--- src/sv/wav_pcm_stream_decoder_defines.svh ---
//------------------------------------------------------------------------------
// wav_pcm_stream_decoder_defines
// Assertion macros shared by the decoder RTL.
//------------------------------------------------------------------------------
`ifndef WAV_PCM_STREAM_DECODER_DEFINES_SVH
`define WAV_PCM_STREAM_DECODER_DEFINES_SVH

// same-cycle implication
`define WPSD_ASSERT_IMP(lbl, ante, cons) \
	lbl: assert property (@(posedge clk) disable iff (!arst_n) (ante) |-> (cons)) \
		else $error("decoder check failed");

// next-cycle implication
`define WPSD_ASSERT_NXT(lbl, ante, cons) \
	lbl: assert property (@(posedge clk) disable iff (!arst_n) (ante) |=> (cons)) \
		else $error("decoder check failed");

`endif

--- src/sv/wpsd_pkg.sv ---
//------------------------------------------------------------------------------
// wpsd_pkg
// Types and constants of the WAV PCM stream decoder.
//------------------------------------------------------------------------------
`timescale 1ns / 1ps

package wpsd_pkg;

	localparam int HEADER_BYTES = 44;
	localparam int POS_W        = 6;

	localparam logic [POS_W-1:0] POS_LAST = POS_W'(HEADER_BYTES - 1);

	localparam logic [15:0] FMT_PCM = 16'd1;

	localparam int DIVIDEND_W = 31;
	localparam int DIVISOR_W  = 16;
	localparam int CNT_W      = 5;

	localparam int IN_DATA_W  = 8;
	localparam int OUT_DATA_W = 56;
	localparam int RATE_W     = 31;

	typedef enum logic [1:0] {
		PH_HEADER  = 2'd0,
		PH_SAMPLES = 2'd1,
		PH_DISCARD = 2'd2
	} phase_t;

	typedef enum logic {
		ST_RUN = 1'b0,
		ST_DIV = 1'b1
	} state_t;

	typedef enum logic [1:0] {
		KIND_SAMPLE = 2'd0,
		KIND_ACCEPT = 2'd1,
		KIND_REJECT = 2'd2
	} kind_t;

	typedef struct packed {
		logic                  start;
		logic [DIVIDEND_W-1:0] dividend;
		logic [DIVISOR_W-1:0]  divisor;
	} div_req_t;

endpackage

--- src/sv/wpsd_div.sv ---
//------------------------------------------------------------------------------
// wpsd_div
// Restoring divider, one quotient bit per cycle; done pulses when the
// quotient is ready.
//------------------------------------------------------------------------------
`timescale 1ns / 1ps

module wpsd_div (
	input  logic                                clk,
	input  logic                                arst_n,
	input  wpsd_pkg::div_req_t                  req,
	output logic                                done,
	output logic [wpsd_pkg::DIVIDEND_W-1:0]     quotient
);

	localparam logic [wpsd_pkg::CNT_W-1:0] CNT_LAST = wpsd_pkg::CNT_W'(wpsd_pkg::DIVIDEND_W - 1);

	logic                               busy_q;
	logic                               done_q;
	logic [wpsd_pkg::CNT_W-1:0]         cnt_q;
	logic [wpsd_pkg::DIVISOR_W-1:0]     rem_q;
	logic [wpsd_pkg::DIVISOR_W-1:0]     dsr_q;
	logic [wpsd_pkg::DIVIDEND_W-1:0]    quo_q;
	logic [wpsd_pkg::DIVISOR_W:0]       trial;
	logic [wpsd_pkg::DIVISOR_W:0]       diff;
	logic                               fits;

	assign trial = {rem_q, quo_q[wpsd_pkg::DIVIDEND_W-1]};
	assign diff  = trial - {1'b0, dsr_q};
	assign fits  = trial >= {1'b0, dsr_q};

	always_ff @(posedge clk or negedge arst_n) begin
		if (!arst_n) begin
			busy_q <= 1'b0;
			done_q <= 1'b0;
			cnt_q  <= '0;
		end else begin
			done_q <= busy_q && (cnt_q == '0);
			if (req.start) begin
				busy_q <= 1'b1;
				cnt_q  <= CNT_LAST;
			end else if (busy_q) begin
				if (cnt_q == '0) begin
					busy_q <= 1'b0;
				end
				cnt_q <= cnt_q - 1'b1;
			end
		end
	end

	always_ff @(posedge clk) begin
		if (req.start) begin
			rem_q <= '0;
			quo_q <= req.dividend;
			dsr_q <= req.divisor;
		end else if (busy_q) begin
			rem_q <= fits ? diff[wpsd_pkg::DIVISOR_W-1:0] : trial[wpsd_pkg::DIVISOR_W-1:0];
			quo_q <= {quo_q[wpsd_pkg::DIVIDEND_W-2:0], fits};
		end
	end

	assign done     = done_q;
	assign quotient = quo_q;

endmodule

--- src/sv/wav_pcm_stream_decoder.sv ---
//------------------------------------------------------------------------------
// wav_pcm_stream_decoder
// Parses the canonical 44-byte WAV header from a byte stream, reports a
// status beat, then decodes the PCM data into Q1.15 sample beats.
//------------------------------------------------------------------------------
// Bytes are taken one per cycle while the input is not stalled. After the last
// header byte of an accepted header that does not also end the file, the input
// stalls while the restoring divider forms floor(data_size / block_align), one
// quotient bit per cycle (31 steps, then the sample count is loaded). A waiting
// output beat blocks the input only when the sink does not take it.
`timescale 1ns / 1ps

`include "wav_pcm_stream_decoder_defines.svh"

module wav_pcm_stream_decoder (
	input  logic                               clk,
	input  logic                               arst_n,
	input  logic                               s_tvalid,
	output logic                               s_tready,
	input  logic [wpsd_pkg::IN_DATA_W-1:0]     s_tdata,   // data_byte[7:0]
	input  logic                               s_tlast,
	output logic                               m_tvalid,
	input  logic                               m_tready,
	// sample_value[15:0], channel_index[16], channel_count[18:17],
	// sample_rate[49:19], zero fill[55:50]
	output logic [wpsd_pkg::OUT_DATA_W-1:0]    m_tdata,
	output logic [1:0]                         m_tuser,   // kind[1:0]
	output logic                               m_tlast
);

	wpsd_pkg::state_t                    state_q, state_d;
	wpsd_pkg::phase_t                    phase_q, phase_d;
	logic [wpsd_pkg::POS_W-1:0]          pos_q, pos_d;
	logic [31:0]                         left_q, left_d;
	logic [8:0]                          hold_q, hold_d;
	logic                                chan_q, chan_d;

	logic [31:0]                         fmt_size_q;
	logic [15:0]                         format_q;
	logic [15:0]                         channels_q;
	logic [31:0]                         rate_q;
	logic [15:0]                         align_q;
	logic [15:0]                         bits_q;
	logic [31:0]                         data_size_q;

	logic                                m_tvalid_q;
	wpsd_pkg::kind_t                     kind_q, kind_d;
	logic [15:0]                         val_q, val_d;
	logic                                och_q, och_d;
	logic [1:0]                          ocount_q, ocount_d;
	logic [wpsd_pkg::RATE_W-1:0]         orate_q, orate_d;
	logic                                oend_q, oend_d;

	logic                                in_acc;
	logic                                emit;
	logic                                capture_en;
	logic                                hdr_ok;
	logic                                fmt_bad;
	logic [31:0]                         left_dec;
	logic [wpsd_pkg::DIVIDEND_W-1:0]     quotient;
	logic                                div_done;
	wpsd_pkg::div_req_t                  div_req;

	assign fmt_bad = !fmt_size_q[31] && (fmt_size_q[30:0] > 31'd16);
	assign hdr_ok  = (format_q == wpsd_pkg::FMT_PCM) && !fmt_bad && !s_tdata[7]
		&& ((channels_q == 16'd1) || (channels_q == 16'd2))
		&& ((bits_q == 16'd8) || (bits_q == 16'd16))
		&& (align_q != 16'd0);
	assign left_dec = left_q - 32'd1;

	wpsd_div u_div (
		.clk      (clk),
		.arst_n   (arst_n),
		.req      (div_req),
		.done     (div_done),
		.quotient (quotient)
	);

	always_comb begin
		state_d          = state_q;
		phase_d          = phase_q;
		pos_d            = pos_q;
		left_d           = left_q;
		hold_d           = hold_q;
		chan_d           = chan_q;
		emit             = 1'b0;
		capture_en       = 1'b0;
		div_req.start    = 1'b0;
		div_req.dividend = {s_tdata[6:0], data_size_q[23:0]};
		div_req.divisor  = align_q;
		kind_d           = wpsd_pkg::KIND_SAMPLE;
		val_d            = '0;
		och_d            = 1'b0;
		ocount_d         = '0;
		orate_d          = '0;
		oend_d           = 1'b0;
		s_tready         = (state_q == wpsd_pkg::ST_RUN) && (!m_tvalid_q || m_tready);
		in_acc           = s_tvalid && s_tready;
		case (state_q)
			wpsd_pkg::ST_RUN: begin
				if (in_acc) begin
					case (phase_q)
						wpsd_pkg::PH_HEADER: begin
							capture_en = 1'b1;
							if (pos_q == wpsd_pkg::POS_LAST) begin
								emit    = 1'b1;
								phase_d = wpsd_pkg::PH_DISCARD;
								if (hdr_ok) begin
									kind_d   = wpsd_pkg::KIND_ACCEPT;
									ocount_d = channels_q[1:0];
									orate_d  = rate_q[wpsd_pkg::RATE_W-1:0];
									if (!s_tlast) begin
										div_req.start = 1'b1;
										state_d       = wpsd_pkg::ST_DIV;
									end
								end else begin
									kind_d = wpsd_pkg::KIND_REJECT;
								end
							end else if (s_tlast) begin
								emit   = 1'b1;
								kind_d = wpsd_pkg::KIND_REJECT;
							end else begin
								pos_d = pos_q + 1'b1;
							end
						end
						wpsd_pkg::PH_SAMPLES: begin
							if (bits_q == 16'd8) begin
								emit  = 1'b1;
								val_d = {s_tdata ^ 8'h80, 8'h00};
							end else if (hold_q[8]) begin
								emit   = 1'b1;
								val_d  = {s_tdata, hold_q[7:0]};
								hold_d = '0;
							end else begin
								hold_d = {1'b1, s_tdata};
							end
							if (emit) begin
								kind_d   = wpsd_pkg::KIND_SAMPLE;
								left_d   = left_dec;
								och_d    = chan_q;
								ocount_d = channels_q[1:0];
								orate_d  = rate_q[wpsd_pkg::RATE_W-1:0];
								oend_d   = (left_dec == 32'd0) || s_tlast;
								chan_d   = (channels_q == 16'd2) ? !chan_q : 1'b0;
								if (left_dec == 32'd0) begin
									phase_d = wpsd_pkg::PH_DISCARD;
								end
							end
						end
						default: ;
					endcase
					if (s_tlast) begin
						pos_d   = '0;
						phase_d = wpsd_pkg::PH_HEADER;
						left_d  = '0;
						hold_d  = '0;
						chan_d  = 1'b0;
					end
				end
			end
			wpsd_pkg::ST_DIV: begin
				if (div_done) begin
					state_d = wpsd_pkg::ST_RUN;
					left_d  = channels_q[1] ? {quotient, 1'b0} : {1'b0, quotient};
					phase_d = (left_d != 32'd0) ? wpsd_pkg::PH_SAMPLES : wpsd_pkg::PH_DISCARD;
				end
			end
			default: state_d = wpsd_pkg::ST_RUN;
		endcase
	end

	always_ff @(posedge clk or negedge arst_n) begin
		if (!arst_n) begin
			state_q    <= wpsd_pkg::ST_RUN;
			phase_q    <= wpsd_pkg::PH_HEADER;
			pos_q      <= '0;
			left_q     <= '0;
			hold_q     <= '0;
			chan_q     <= 1'b0;
			m_tvalid_q <= 1'b0;
		end else begin
			state_q <= state_d;
			phase_q <= phase_d;
			pos_q   <= pos_d;
			left_q  <= left_d;
			hold_q  <= hold_d;
			chan_q  <= chan_d;
			if (emit) begin
				m_tvalid_q <= 1'b1;
			end else if (m_tready) begin
				m_tvalid_q <= 1'b0;
			end
		end
	end

	always_ff @(posedge clk) begin
		if (capture_en) begin
			if (pos_q inside {[16:19]}) begin
				fmt_size_q[{pos_q[1:0], 3'b000} +: 8] <= s_tdata;
			end
			if (pos_q inside {[20:21]}) begin
				format_q[{pos_q[0], 3'b000} +: 8] <= s_tdata;
			end
			if (pos_q inside {[22:23]}) begin
				channels_q[{pos_q[0], 3'b000} +: 8] <= s_tdata;
			end
			if (pos_q inside {[24:27]}) begin
				rate_q[{pos_q[1:0], 3'b000} +: 8] <= s_tdata;
			end
			if (pos_q inside {[32:33]}) begin
				align_q[{pos_q[0], 3'b000} +: 8] <= s_tdata;
			end
			if (pos_q inside {[34:35]}) begin
				bits_q[{pos_q[0], 3'b000} +: 8] <= s_tdata;
			end
			if (pos_q inside {[40:43]}) begin
				data_size_q[{pos_q[1:0], 3'b000} +: 8] <= s_tdata;
			end
		end
		if (emit) begin
			kind_q   <= kind_d;
			val_q    <= val_d;
			och_q    <= och_d;
			ocount_q <= ocount_d;
			orate_q  <= orate_d;
			oend_q   <= oend_d;
		end
	end

	assign m_tvalid = m_tvalid_q;
	assign m_tdata  = {6'b000000, orate_q, ocount_q, och_q, val_q};
	assign m_tuser  = kind_q;
	assign m_tlast  = oend_q;

	`WPSD_ASSERT_IMP(a_stall_while_div, state_q == wpsd_pkg::ST_DIV, !s_tready)
	`WPSD_ASSERT_IMP(a_done_only_in_div, div_done, state_q == wpsd_pkg::ST_DIV)
	`WPSD_ASSERT_NXT(a_div_after_accept, div_req.start, state_q == wpsd_pkg::ST_DIV && m_tvalid)
	`WPSD_ASSERT_IMP(a_samples_pending, phase_q == wpsd_pkg::PH_SAMPLES, left_q != 32'd0)
	`WPSD_ASSERT_IMP(a_header_pos_range, phase_q == wpsd_pkg::PH_HEADER, pos_q <= wpsd_pkg::POS_LAST)

endmodule
--- config.mk ---
export PLATFORM = sky130hd
export DESIGN_NAME = wav_pcm_stream_decoder
export DESIGN_NICKNAME = d
export VERILOG_FILES = /design/src/sv/wpsd_pkg.sv /design/src/sv/wpsd_div.sv /design/src/sv/wav_pcm_stream_decoder.sv
export VERILOG_INCLUDE_DIRS = /design/src /design/src/sv
export SDC_FILE = /design/constraint.sdc
export NUM_CORES = 1
export LEC_CHECK = 0
export BUFFER_PORTS_ARGS = -buffer_cell sky130_fd_sc_hd__buf_2
export CAP_MARGIN = 5
export CORE_MARGIN = 2
export CORE_UTILIZATION = 50
export CTS_BUF_LIST = sky130_fd_sc_hd__clkbuf_4
export DETAILED_ROUTE_END_ITERATION = 16
export MAX_ROUTING_LAYER = met4
export PLACE_DENSITY = 0.67
export RECOVER_POWER = 100
export REMOVE_ABC_BUFFERS = 1
export SETUP_SLACK_MARGIN = 0.02
export SYNTH_ARGS = -nofsm -noshare
export SYNTH_HDL_FRONTEND = slang
export SYNTH_SLANG_ARGS = --single-unit
--- constraint.sdc ---
create_clock -name clk -period 4.91 [get_ports clk]
set_input_delay 0.491 -clock clk [delete_from_list [all_inputs] [get_ports clk]]
set_output_delay 0.491 -clock clk [all_outputs]
set_load 0.01 [all_outputs]
== After elaboration in Yosys (flattened, before gate mapping) ==
Index checks and enable logic that the tools add are counted.

* Flip-flop bits (word level): 335
* Input bits: 13
* Word-level logic and storage cells: 207

* $add $sub $neg: 6
* Order comparisons: 16
* Equal/unequal tests: 17
* Shift operators: 4
* Mux-type cells: 78
* Bitwise operators: 7
* Reductions and logical operators: 52

{| class="wikitable"
|+ Operators with widths
! kind !! count
|-
| 32-bit two-way mux || 6
|-
| 31-bit two-way mux || 5
|-
| 32-bit bitwise mux || 3
|-
| 16-bit bitwise mux || 4
|-
| 32-bit case mux with 2 select lines || 1
|-
| 31-bit case mux with 2 select lines || 1
|-
| 16-bit two-way mux || 3
|-
| 9-bit two-way mux || 4
|-
| 16-bit by 1-bit == test with 1-bit output (second input constant) || 2
|-
| 32-bit zero test || 1
|-
| 32-bit nonzero test || 1
|-
| 8-bit by 7-bit variable shift with 32-bit output (first input constant) || 1
|-
| 8-bit by 7-bit variable part select with 32-bit output || 1
|-
| 32-bit by 1-bit subtractor with 32-bit output (second input constant) || 1
|-
| 31-bit by 5-bit greater-than comparator with 1-bit output (second input constant) || 1
|-
| 1-bit two-way mux || 28
|-
| 2-bit two-way mux || 13
|-
| 6-bit by 5-bit >= comparator with 1-bit output (second input constant) || 4
|-
| 6-bit by 5-bit <= comparator with 1-bit output (second input constant) || 4
|-
| 6-bit >= comparator (second input constant) || 3
|-
| 6-bit <= comparator (second input constant) || 3
|-
| 6-bit two-way mux || 3
|-
| 17-bit by 16-bit >= comparator with 1-bit output || 1
|-
| 16-bit by 2-bit == test with 1-bit output (second input constant) || 1
|-
| 34 further kinds || 85
|}

== Logic depth before layout (Yosys ltp) ==
* Word-level depth: 14
* Depth in mapped cells: 12

== Hierarchy ==
From an unflattened synthesis, not the netlist that was laid out.

* Cells, all modules: 1,236
* Area, all modules: 15,049.4 µm²

{| class="wikitable"
|+ By module, submodules not included
! module !! instances !! cells each !! area an instance (µm²) !! seq. area each (µm²)
|-
| wav_pcm_stream_decoder || 1 || 882 || 11,189.5 || 7,427.1
|-
| wpsd_div || 1 || 354 || 3,860.0 || 1,906.8
|}

== Least setup slack after synthesis ==
OpenSTA, ideal clock, no wires.

* Path type: register to register
* Start: reg bits_q[1]
* End: reg oend_q (netlist: m_tlast), enable pin
* Setup time: 412 ps
* Arrival time: 2,856 ps
* Path slack: 1,642 ps
* Stages on the path, launching flop included: 8
* Path buffers: 1
* Clock period less this slack: 3,268 ps
* Cells stage by stage: edfxtp_1 > nor4_1 > nand4_1 > nor3b_1 > o21a_1 > clkbuf_1 > nand2_1 > nand2_1

* Word-level cells in the longest chain between the ends: 8

{| class="wikitable"
|+ Ends and longest elaborated chain
! what !! line !! source
|-
| start, declared || wav_pcm_stream_decoder.sv:43 || <nowiki>logic [15:0] bits_q;</nowiki>
|-
| start signal, assigned by index || wav_pcm_stream_decoder.sv:214 || <nowiki>bits_q[{pos_q[0], 3'b000} +: 8] <= s_tdata;</nowiki>
|-
| 16-bit by 4-bit == test with 1-bit output || wav_pcm_stream_decoder.sv:127 || <nowiki>if (bits_q == 16'd8) begin</nowiki>
|-
| 1-bit two-way mux || wav_pcm_stream_decoder.sv:127 ||
|-
| 1-bit two-way mux || wav_pcm_stream_decoder.sv:102 || <nowiki>case (phase_q)</nowiki>
|-
| 1-bit two-way mux || wav_pcm_stream_decoder.sv:101 || <nowiki>if (in_acc) begin</nowiki>
|-
| 1-bit two-way mux || wav_pcm_stream_decoder.sv:99 || <nowiki>case (state_q)</nowiki>
|-
| 1-bit case mux with 2 select lines || wav_pcm_stream_decoder.sv:102 ||
|-
| 1-bit two-way mux || wav_pcm_stream_decoder.sv:101 ||
|-
| 1-bit two-way mux || wav_pcm_stream_decoder.sv:99 ||
|-
| via emit || wav_pcm_stream_decoder.sv:55 || <nowiki>logic emit;</nowiki>
|-
| end signal, assigned || wav_pcm_stream_decoder.sv:226 || <nowiki>oend_q <= oend_d;</nowiki>
|-
| end, declared || wav_pcm_stream_decoder.sv:52 || <nowiki>logic oend_q, oend_d;</nowiki>
|}

The timed path passes the listed nets, and every way through them passes these cells. The select of a mux whose other input is x is not followed.
A chain may end at the register's enable or synchronous reset.

== Worst setup path in the final report ==
* Start: reg state_q
* End: reg val_q[0], enable pin

* Word-level cells in the longest chain between the ends: 5

{| class="wikitable"
|+ Ends and longest elaborated chain
! what !! line !! source
|-
| start, declared || wav_pcm_stream_decoder.sv:31 || <nowiki>wpsd_pkg::state_t state_q, state_d;</nowiki>
|-
| start signal, assigned || wav_pcm_stream_decoder.sv:174 || <nowiki>state_q <= wpsd_pkg::ST_RUN;</nowiki>
|-
| start signal, assigned || wav_pcm_stream_decoder.sv:182 || <nowiki>state_q <= state_d;</nowiki>
|-
| 1-bit inverter (no line) || - ||
|-
| 1-bit logical AND || wav_pcm_stream_decoder.sv:97 || <nowiki>s_tready = (state_q == wpsd_pkg::ST_RUN) && (!m_tvalid_q || m_tready);</nowiki>
|-
| 1-bit logical AND || wav_pcm_stream_decoder.sv:98 || <nowiki>in_acc = s_tvalid && s_tready;</nowiki>
|-
| 1-bit two-way mux || wav_pcm_stream_decoder.sv:101 ||
|-
| 1-bit two-way mux (*) || wav_pcm_stream_decoder.sv:99 ||
|-
| via emit || wav_pcm_stream_decoder.sv:55 ||
|-
| end signal, assigned || wav_pcm_stream_decoder.sv:222 || <nowiki>val_q <= val_d;</nowiki>
|-
| end, declared || wav_pcm_stream_decoder.sv:48 || <nowiki>logic [15:0] val_q, val_d;</nowiki>
|}

Mark *: on every way through the listed nets, which the timed path passes. The rest lies on a longest branch.

==> results_dict.tcl <==
set metrics [dict create \
    required_ns 5.22 \
    routed_wl_mm 34.81 \
    grt_usage_pct 23.67 \
    p_switching_uw 2180 \
    cp_max_fo 22 \
    cts_buffer_depth 3 \
    tns_ns 0 \
    post_drt_wl_per_cell_um 19.79 \
    grt_max_degree 60 \
    arrival_ns 4.31 \
    ir_drop_mv 0.2280 \
    synth.cell_area_um2 14640 \
    dp_hpwl_mm 24.13 \
    finalNetCount 1342 \
    end_kind "register" \
    violations "capacitance limit, slew limit" \
    syn_inst 1188 \
    cts.sinks 326 \
    drc 0 \
    post-route-util_pct 56.86 \
    gp_congestion 0.9400 \
    cts_tree "done" \
    initial_utilization_pct 50.87 \
    slowest_stage "clkbuf_1" \
    fp.dieW_um 175.1 \
    core-area_um2 28780 \
    async_reset_ff_share_pct 18.10 \
    synth_edf_count 251 \
    yosys_warnings 0 \
    outcome "complete, but fails checks" \
    clock_power_share_pct 34.8 \
    yosysSeqAreaShare_pct 63.76 \
    crit_chain "inv_1 -> nand3_1 -> nor3_1 -> o21ai_0 -> nand2_1 -> clkbuf_1" \
    drive_above_1_share_pct 13.97 \
    syn_to_final_growth_pct 11.78 \
    fin_ws_ns 0.9116 \
    swShare_pct 31.33 \
    rsz0062_at_grt "false" \
    place_area_um2 15340 \
    fin_crit_sh_pct 81.43 \
    relSlewSlack_pct -15.01 \
    crit_buf_inv 2 \
    cts-root-buf "clkbuf_4" \
    fin_crit_ns 3.998 \
    post_cts_resized 0 \
    drt_pre_antenna_iters 5 \
    first_global_vias 9602 \
    power_frac_seq_pct 47.7 \
    dp_slack_ns 1.539 \
    cap_violations 1 \
    critical_path_class "reg2reg" \
    clock_latency_ns 0.74 \
    skew_ns 0.07169 \
    dr.first_iter.drc_count 959 \
    combinationalPowerShare_pct 17.5 \
    synth_ff_type "edfxtp_1" \
    internal_power_uw 4779 \
    start_kind "register" \
    fp.dieH_um 175.1 \
    hold_buffers 1 \
    yosysUniqueCellTypes 82 \
    hold_viol_final 0 \
    numPortBuffers 67 \
    ant_nets 0 \
    powerDensity_nw_per_um2 425.3 \
    finalInstanceArea_um2 16360 \
    post-cts-setup-buffers 0 \
    layout_common_cells "edfxtp_1 (251), nor2_1 (144), clkbuf_4 (121)" \
    crit_family "buffers and inverters" \
    vias_per_cell 5.732 \
    clkTransAtPathRegs_ns 0.07 \
    synth_area_per_cell_um2 12.32 \
    place_inst 1600 \
    vias 10080 \
    p_leak_uw 0.006295 \
    pin_count 74 \
    rows 62 \
    htreeDepth 3 \
    hp-class "in2reg" \
    die_area_um2 30670 \
    grt_pass1_wl_mm 53.94 \
    grt_overflow 0 \
    final_common_cell "edfxtp_1" \
    fin_cells 1759 \
    cts_buffers 84 \
    antenna_found_initial 1 \
    tightest_slew_ns 1.725 \
    slowest_delay_ns 0.96 \
    clock.fmax_mhz 250.1 \
    ys_seq_elements 326 \
    report.final.slew_viol_count 49 \
    setup_viol 0 \
]
[cell type report]
class | instances | area [µm²]
timing repair buffer | 79 | 340.3
fill | 2454 | 12420
clock buffer | 121 | 908.4
clock inverter | 36 | 222.7
multi-input combinational | 761 | 4885
inverter | 51 | 191.4
tap | 384 | 480.5
antenna | 1 | 2.502
sequential | 326 | 9334
[synthesized netlist by cell type (16+ instances only)]
cell type | count | area, µm²
mux2i_1 | 37 | 370.4
a21oi_1 | 40 | 200.2
mux2_2 | 25 | 281.5
o21ai_0 | 62 | 310.3
inv_1 | 49 | 183.9
nor3_1 | 26 | 130.1
edfxtp_1 | 251 | 7537
nor2_1 | 144 | 540.5
clkbuf_1 | 39 | 146.4
dfxtp_1 | 16 | 320.3
and2_1 | 47 | 294.0
nor4_1 | 44 | 275.3
and3_1 | 29 | 181.4
ha_1 | 25 | 312.8
dfrtp_1 | 59 | 1476
nand2_1 | 60 | 225.2
[flip-flops by register name, summed over array words and instances (netlist names), 5 cells and up]
signal          cells
align_q            16
bits_q             16
channels_q         16
data_size_q        24
fmt_size_q         32
format_q           16
hold_q              9
left_q             32
orate_q            31
pos_q               6
rate_q             31
u_div.cnt_q         5
u_div.dsr_q        16
u_div.quotient     31
u_div.rem_q        16
val_q              16
[cells by family (layout without fill, tap and decap cells)]
| kind of cell | Yosys count | count (layout) | synth area share (%) |
|---|---|---|---|
| AOI/OAI and AO/OA | 193 | 193 | 8.632 |
| xor gates and xnor gates | 25 | 25 | 1.496 |
| adders and majority gates | 26 | 26 | 2.273 |
| buffers and inverters | 106 | 287 | 2.974 |
| DFF | 326 | 326 | 63.76 |
| muxes | 72 | 72 | 5.222 |
| other | 1 | 7 | 0.02561 |
| and+or+nand+nor | 439 | 439 | 15.62 |
[routing by layer]
layer	vias to the layer above	share of wire (%)	track usage (%)	wire length [µm]
li1	4699	-	-	-
met1	4818	45	34.12	15760
met2	482	43	32.63	15050
met3	83	8.6	5.200	2983
met4	0	2.9	9.410	1015
met5	-	0	-	0
[stage by stage]
stage | total power (µW) | hold slack (ns)
floorplan | 4131 | 0.1954
global placement | 4562 | 0.4330
detailed placement | 4574 | 0.4434
CTS | 7001 | 0.06142
global route | 7298 | 0.08468
finish | 6960 | 0.1118
[worst paths after layout]
path	startpoint	to	slack, ns	depth (start not counted)
max in group asynchronous	arst_n	hold_q[2]	3.82	3
max	state_q	val_q[0]	0.91	6
max reg2reg	state_q	val_q[0]	0.91	6
min	s_tdata[0]	hold_q[0]	0.11	2
min in group asynchronous	arst_n	left_q[20]	0.52	3
min reg2reg	align_q[4]	u_div.dsr_q[4]	0.46	0
[power groups by stage]
stage                     logic [µW]  clock network [µW]  registers (µW)
after floorplan                  776                   0            3350
after global placement          1190                   0            3370
after detailed placement        1210                   0            3370
after CTS                       1210                2480            3310
after global routing            1340                2620            3340
final                           1220                2420            3320
Note: power is estimated with default switching activity, not from simulation.
